===== src/hw/rtl/olid_pkg.sv =====
// Shared types, sizes and codes for the ordered list block.
// Used by every module under hw/rtl; depends on nothing else.
package olid_pkg;

    localparam int DEPTH   = 64;
    localparam int IDX_W   = (DEPTH > 1) ? $clog2(DEPTH) : 1;
    localparam int CNT_W   = $clog2(DEPTH + 1);
    localparam int DATA_W  = 32;
    localparam int MODE_W  = 3;
    localparam int POS_W   = 6;
    localparam int STAT_W  = 3;
    localparam int FIDX_W  = 6;
    localparam int ECNT_W  = 7;
    // common width for comparing and resizing counts and indexes
    localparam int EXT_W   = (CNT_W > ECNT_W) ? CNT_W : ECNT_W;

    localparam logic [MODE_W-1:0] MODE_INS_FRONT = 3'd0;
    localparam logic [MODE_W-1:0] MODE_INS_BACK  = 3'd1;
    localparam logic [MODE_W-1:0] MODE_INS_AT    = 3'd2;
    localparam logic [MODE_W-1:0] MODE_DEL_FRONT = 3'd3;
    localparam logic [MODE_W-1:0] MODE_DEL_BACK  = 3'd4;
    localparam logic [MODE_W-1:0] MODE_DEL_AT    = 3'd5;
    localparam logic [MODE_W-1:0] MODE_FIND      = 3'd6;
    localparam logic [MODE_W-1:0] MODE_READ      = 3'd7;

    localparam logic [STAT_W-1:0] ST_OK       = 3'd0;
    localparam logic [STAT_W-1:0] ST_EMPTY    = 3'd1;
    localparam logic [STAT_W-1:0] ST_FULL     = 3'd2;
    localparam logic [STAT_W-1:0] ST_RANGE    = 3'd3;
    localparam logic [STAT_W-1:0] ST_NOTFOUND = 3'd4;

    // broadcast from the controller to every cell
    typedef struct packed {
        logic                     strobe; // a word is accepted this cycle
        logic                     ins;    // open a gap at ptr
        logic                     del;    // close the gap at ptr
        logic [IDX_W-1:0]         ptr;
        logic signed [DATA_W-1:0] value;  // insert or search value
        logic [CNT_W-1:0]         cnt;    // count before the operation
        logic [IDX_W-1:0]         rpos;   // read position
    } t_cell_ctrl;

endpackage


===== src/hw/rtl/olid_cell.sv =====
// One list entry of the cell chain: shifts left or right, loads, compares.
// Depends on olid_pkg.
module olid_cell (
    input  logic                              i_clk,
    input  olid_pkg::t_cell_ctrl              i_ctrl,
    input  logic [olid_pkg::IDX_W-1:0]        i_index,
    input  logic signed [olid_pkg::DATA_W-1:0] i_left,
    input  logic signed [olid_pkg::DATA_W-1:0] i_right,
    output logic signed [olid_pkg::DATA_W-1:0] o_data,
    output logic                              o_match,
    output logic signed [olid_pkg::DATA_W-1:0] o_rd
);
    import olid_pkg::*;

    logic signed [DATA_W-1:0] r_data, n_data;
    logic                     r_match, n_match;
    logic                     r_sel, n_sel;
    logic [CNT_W-1:0]         index_c;

    assign index_c = CNT_W'(i_index);

    // pick the next entry: load, take from a neighbor or hold
    always_comb begin
        n_data = r_data;
        if (i_ctrl.ins) begin
            if (i_index == i_ctrl.ptr) begin
                n_data = i_ctrl.value;
            end else if (i_index > i_ctrl.ptr) begin
                n_data = i_left;
            end
        end else if (i_ctrl.del) begin
            if (i_index >= i_ctrl.ptr) begin
                n_data = i_right;
            end
        end
    end

    // compare against the search value and the read position
    always_comb begin
        n_match = r_match;
        n_sel   = r_sel;
        if (i_ctrl.strobe) begin
            n_match = (r_data == i_ctrl.value) && (index_c < i_ctrl.cnt);
            n_sel   = (i_index == i_ctrl.rpos);
        end
    end

    always_ff @(posedge i_clk) begin
        r_data  <= n_data;
        r_match <= n_match;
        r_sel   <= n_sel;
    end

    assign o_data  = r_data;
    assign o_match = r_match;
    assign o_rd    = r_sel ? r_data : '0;
endmodule


===== config.mk =====
export PLATFORM = sky130hd
export DESIGN_NAME = olid_cell
export DESIGN_NICKNAME = d
export VERILOG_FILES = /design/src/hw/rtl/olid_pkg.sv /design/src/hw/rtl/olid_cell.sv
export SDC_FILE = /design/constraint.sdc
export NUM_CORES = 1
export LEC_CHECK = 0
export BUFFER_PORTS_ARGS = -buffer_cell sky130_fd_sc_hd__buf_4
export CORE_MARGIN = 4
export CORE_UTILIZATION = 25
export DETAILED_ROUTE_END_ITERATION = 8
export GPL_TIMING_DRIVEN = 0
export SETUP_SLACK_MARGIN = 0.1
export SYNTH_ARGS = -nofsm -noshare
export SYNTH_HDL_FRONTEND = slang
export SYNTH_SLANG_ARGS = --single-unit

===== constraint.sdc =====
create_clock -name i_clk -period 10.2 [get_ports i_clk]
set_input_delay 2.55 -clock i_clk [delete_from_list [all_inputs] [get_ports i_clk]]
set_output_delay 2.55 -clock i_clk [all_outputs]
set_load 0.01 [all_outputs]

== After elaboration in Yosys (flattened, before gate mapping) ==
Cells that the tools add are included.

* Register bits after elaboration: 34
* Logic and storage cells: 20

* Equal/unequal tests: 4
* Multiplexer cells: 6
* Reductions and logical operators: 4
* Order comparisons: 3

{| class="wikitable"
|+ Operators by type and width
! operator !! count
|-
| 32-bit two-way mux || 6
|-
| 32-bit == test || 1
|-
| 6-bit == test || 2
|-
| 6-bit by 7-bit less-than comparator with 1-bit output || 1
|-
| 6-bit greater-or-equal comparator || 1
|-
| 6-bit > comparator || 1
|-
| 2-bit nonzero test || 2
|-
| 3-bit by 1-bit inequality test with 1-bit output (second input constant) || 1
|-
| 3-bit AND reduction || 1
|-
| 1-bit logical AND || 1
|}

== Logic depth before layout (Yosys ltp) ==
* Word-level depth: 4
* Mapped depth: 7

== Worst setup path after synthesis ==
Ideal clock, no wire load.

* Path type: input -> register
* Start: input port i_ctrl[49] (netlist bit)
* End: register r_data[0], in the netlist o_data[0], enable pin
* Required time: 9,768 ps
* Arrival time: 4,764 ps
* Setup time: 432 ps
* Slack: 5,004 ps
* Cell stages on the path: 6
* Cell sequence: inv_1 > ha_1 > nand4_2 > nor2_1 > nor2_1 > a21oi_1

* Longest elaborated chain between the ends: 3

{| class="wikitable"
|+ RTL lines
! element !! line !! source
|-
| start: declaration || olid_cell.sv:5 || <nowiki>input olid_pkg::t_cell_ctrl i_ctrl,</nowiki>
|-
| 6-bit > comparator, or another cell as far along || olid_cell.sv:28 || <nowiki>end else if (i_index > i_ctrl.ptr) begin</nowiki>
|-
| 3-bit by 1-bit inequality test with 1-bit output (no source line) / 2-bit nonzero test (equally long branches) || -- ||
|-
| 3-bit AND reduction (no source line) * || -- ||
|-
| end signal: assignment || olid_cell.sv:49 || <nowiki>r_data <= n_data;</nowiki>
|-
| end: declaration || olid_cell.sv:15 || <nowiki>logic signed [DATA_W-1:0] r_data, n_data;</nowiki>
|}

Mark *: on every way between the ends. The rest lies on a longest branch, timed or not.
A chain may end at the register's enable or synchronous reset.

== Final worst setup path ==
* Start: input port i_index[4] (netlist bit)
* End: register r_data[24], in the netlist o_data[24], enable pin

* Longest elaborated chain between the ends: 3

{| class="wikitable"
|+ RTL lines
! element !! line !! source
|-
| start: declaration || olid_cell.sv:6 || <nowiki>input logic [olid_pkg::IDX_W-1:0] i_index,</nowiki>
|-
| 6-bit > comparator, or another cell as far along || olid_cell.sv:28 ||
|-
| 3-bit by 1-bit inequality test with 1-bit output (no source line) / 2-bit nonzero test (equally long branches) || -- ||
|-
| 3-bit AND reduction (no source line) * || -- ||
|}

Marks and branches as above.

==> flow_metrics.tcl <==
set metrics [dict create \
    status "finished clean" \
    hold_path_stages 4 \
    grt_max_degree 21 \
    internal_power_uw 327 \
    cts_hold_repair.buffers 0 \
    crit_chain "buf_4 -> ha_1 -> nand4_2 -> nor2_1 -> nor2_1 -> a21oi_4 -> buf_16" \
    synth_nets 403 \
    cts_resized 0 \
    ant_nets 0 \
    min_path_type "register to register" \
    worstSetupPathType "input pin to register" \
    die_w_um 111 \
    grt_usage_pct 15.4 \
    critical_path.startpoint_type "input pin" \
    power.static_leakage_nw 1.94 \
    timing.critical_path.fanout_max 20 \
    rsz0062_at_grt "no" \
    share_of_post_route_cells_with_drive_strength_above_1_pct 43.5 \
    synth_seq_area_share_pct 38.8 \
    cp.required_ps 10190 \
    drtPass1Iterations 4 \
    cts.htree.levels 2 \
    numClockSinks 34 \
    power_frac_seq_pct 41.2 \
    grt_use_met1_pct 18.6 \
    yosys_register_bits 34 \
    power_frac_clock_pct 20.5 \
    die_area_um2 12200 \
    worst-r2r-setup-slack_ps 8480 \
    worst_skew_pair.late_latency_ps 280 \
    rr_worst_depth 4 \
    fin_crit_ps 4100 \
    vdd_ir_drop_max_mv 0.0456 \
    netlist_area_um2 2630 \
    met2_usage_pct 26.8 \
    drt_iter0_markers 78 \
    fp.dieH_um 111 \
    critical-path-max-stage-delay_ps 490 \
    io-pin-count 190 \
    globalplace.congestion 0.796 \
    grt_antenna_before_repair 1 \
    ys_types 23 \
    slew-limit-headroom_pct 61.8 \
    tritoncts_clock_tree "done" \
    row_count 37 \
    post_drt_wl_per_cell_um 16.5 \
    synthCells 267 \
    multi_input_gate_area_in_the_final_layout_um2 1480 \
    timing.hold.worst.start "o_data[16]$_DFFE_PP_" \
    grt_overflow_total 0 \
    power.share.switching_pct 31.8 \
    grt.met3_usage_pct 4.77 \
    post_cts_setup_buffer_count 0 \
    fin_skew_ps 6.30 \
    whs_endpoint "o_match$_DFFE_PP_" \
    detail_route.wirelength_um 9900 \
    max_cap_violations 0 \
    antenna_cells 0 \
    layout_commonest_cell "buf_4" \
    detail_route.drc_violations 0 \
    via_per_inst 4.40 \
    regArea_um2 1020 \
    clk_root_buffer_cell "clkbuf_8" \
    clock_path_buffers 2 \
    cp_common_cell "nor2_1" \
    worstPathArrival_ps 4090 \
    fillCellCount 1065 \
    grt_pass1_wl_um 15000 \
    cpLargestDelayFamily "compound AO/OA/AOI/OAI gates" \
    first_global_vias 2781 \
    yosys_warnings 0 \
    clk_pin_slew_ps 70 \
    setup_viol_count_final 0 \
    timing.rr.start "o_data[23]$_DFFE_PP_" \
    max_freq_ghz 0.244 \
    hold_slack_ps 932 \
    synth_area_per_cell_um2 9.85 \
    global_route.peak_usage_layer "met2" \
    final-hold-violation-count 0 \
    final_net_count 599 \
    power.net_switching_uw 152 \
    cp_num_buf_inv 2 \
    worst-slew-pin-transition_ps 572 \
    io_buffer_count 188 \
    post-dp-hpwl_um 8310 \
    mostFrequentLayoutCells "buf_4, a21oi_1, nor2_1, xor2_1, edfxtp_1" \
    area_growth_pct 64.7 \
    crit-reg2reg-capture "o_match$_DFFE_PP_" \
    effective_utilization_at_floorplan_pct 25.6 \
    num_vias 2641 \
    critical_path.startpoint "i_index[4]" \
    power_frac_comb_pct 38.3 \
    power-per-cell-area_nw_per_um2 111 \
    setup_total_negative_slack_ps 0 \
    tritoncts.num_buffers 5 \
    critical-path-slowest-cell "a21oi_4" \
    slew_violations 0 \
    fp.coreArea_um2 10300 \
    layout.core_utilization_pct 42.1 \
    fin_crit_sh_pct 40.2 \
    setup.worst_path.end_class "register" \
]
[cells by family (layout without fill, tap and decap cells)]
group	count (synthesis)	in the layout	share of synthesized area, %
compound gates	41	41	8.04
xor+xnor	38	38	12.7
fa+ha+maj	11	11	5.23
buf+inv	24	221	5.28
flops	34	34	38.8
mux	32	32	12.2
simple gates	87	87	17.8
[power groups by stage]
stage	sequential [mW]	combinational (mW)	clock, mW
after global placement	0.201	0.180	0
after detailed placement	0.201	0.186	0
after floorplan	0.206	0.0652	0
after global routing	0.200	0.200	0.109
final	0.197	0.183	0.0983
after CTS	0.198	0.186	0.104
[how the worst max path moves through the flow]
stage                                 to  slack (ps)  cells past startpoint
finish              o_data[24]$_DFFE_PP_        6100                      7
detailed placement  o_data[30]$_DFFE_PP_        5760                      7
global placement    o_data[14]$_DFFE_PP_        3750                      6
CTS                 o_data[24]$_DFFE_PP_        6070                      7
floorplan            o_data[0]$_DFFE_PP_        5000                      6
global route        o_data[15]$_DFFE_PP_        6010                      7
[cell usage after synthesis]
| cell | count | area (µm²) |
|---|---|---|
| nor2b_2 | 1 | 8.76 |
| nand2_1 | 1 | 3.75 |
| clkbuf_1 | 10 | 37.5 |
| nor2_4 | 1 | 11.3 |
| nand4b_1 | 1 | 8.76 |
| ha_1 | 11 | 138 |
| and2_1 | 32 | 200 |
| edfxtp_1 | 34 | 1020 |
| nand2b_1 | 2 | 12.5 |
| xnor2_1 | 4 | 35.0 |
| o21ai_0 | 1 | 5.00 |
| xor2_1 | 34 | 298 |
| nand4_1 | 3 | 18.8 |
| inv_1 | 11 | 41.3 |
| nor4_1 | 8 | 50.1 |
| o22ai_1 | 1 | 6.26 |
| nor3_1 | 2 | 10.0 |
| nor2_1 | 35 | 131 |
| a21oi_1 | 37 | 185 |
| mux2i_1 | 32 | 320 |
| buf_12 | 3 | 60.1 |
| a21o_1 | 2 | 15.0 |
| nand4_2 | 1 | 12.5 |
[sequential cells by signal, indices dropped and copies added (netlist names)]
register and cells:
o_data 32, o_match 1, r_sel 1
[worst register-to-register path, delay by kind of cell, from the launching register on]
| family | cells | cell delay (ps) |
|---|---|---|
| flip-flops | 1 | 450 |
| XOR/XNOR | 1 | 230 |
| AND/OR/NAND/NOR | 3 | 860 |
[final cells by class]
| type | count | area share (%) |
|---|---|---|
| repair buffers | 189 | 33.2 |
| flip-flops and latches | 34 | 23.6 |
| clock buffers | 6 | 1.68 |
| inverters | 11 | 0.953 |
| clock inverters | 2 | 0.202 |
| multi-input cells | 209 | 34.2 |
| plain buffers | 13 | 2.25 |
| well taps | 136 | 3.93 |
[routing by layer]
| metal | routed length [µm] | vias to the layer above |
|---|---|---|
| met5 | 13 | - |
| met2 | 4910 | 108 |
| met3 | 699 | 13 |
| li1 | - | 1320 |
| met1 | 4140 | 1198 |
| met4 | 137 | 2 |
[metrics by stage]
| stage | total power, mW | instance area [µm²] | worst slack [ps] | cells |
|---|---|---|---|---|
| final | 0.479 | 4330 | 6100 | 600 |
| after global routing | 0.509 | 4330 | 6010 | 600 |
| after CTS | 0.488 | 4330 | 6070 | 600 |
| after detailed placement | 0.387 | 4250 | 5760 | 592 |
| after global placement | 0.381 | 4210 | 3750 | 591 |
| after floorplan | 0.271 | 2630 | 5000 | 267 |
(Power assumes the default switching activity.)
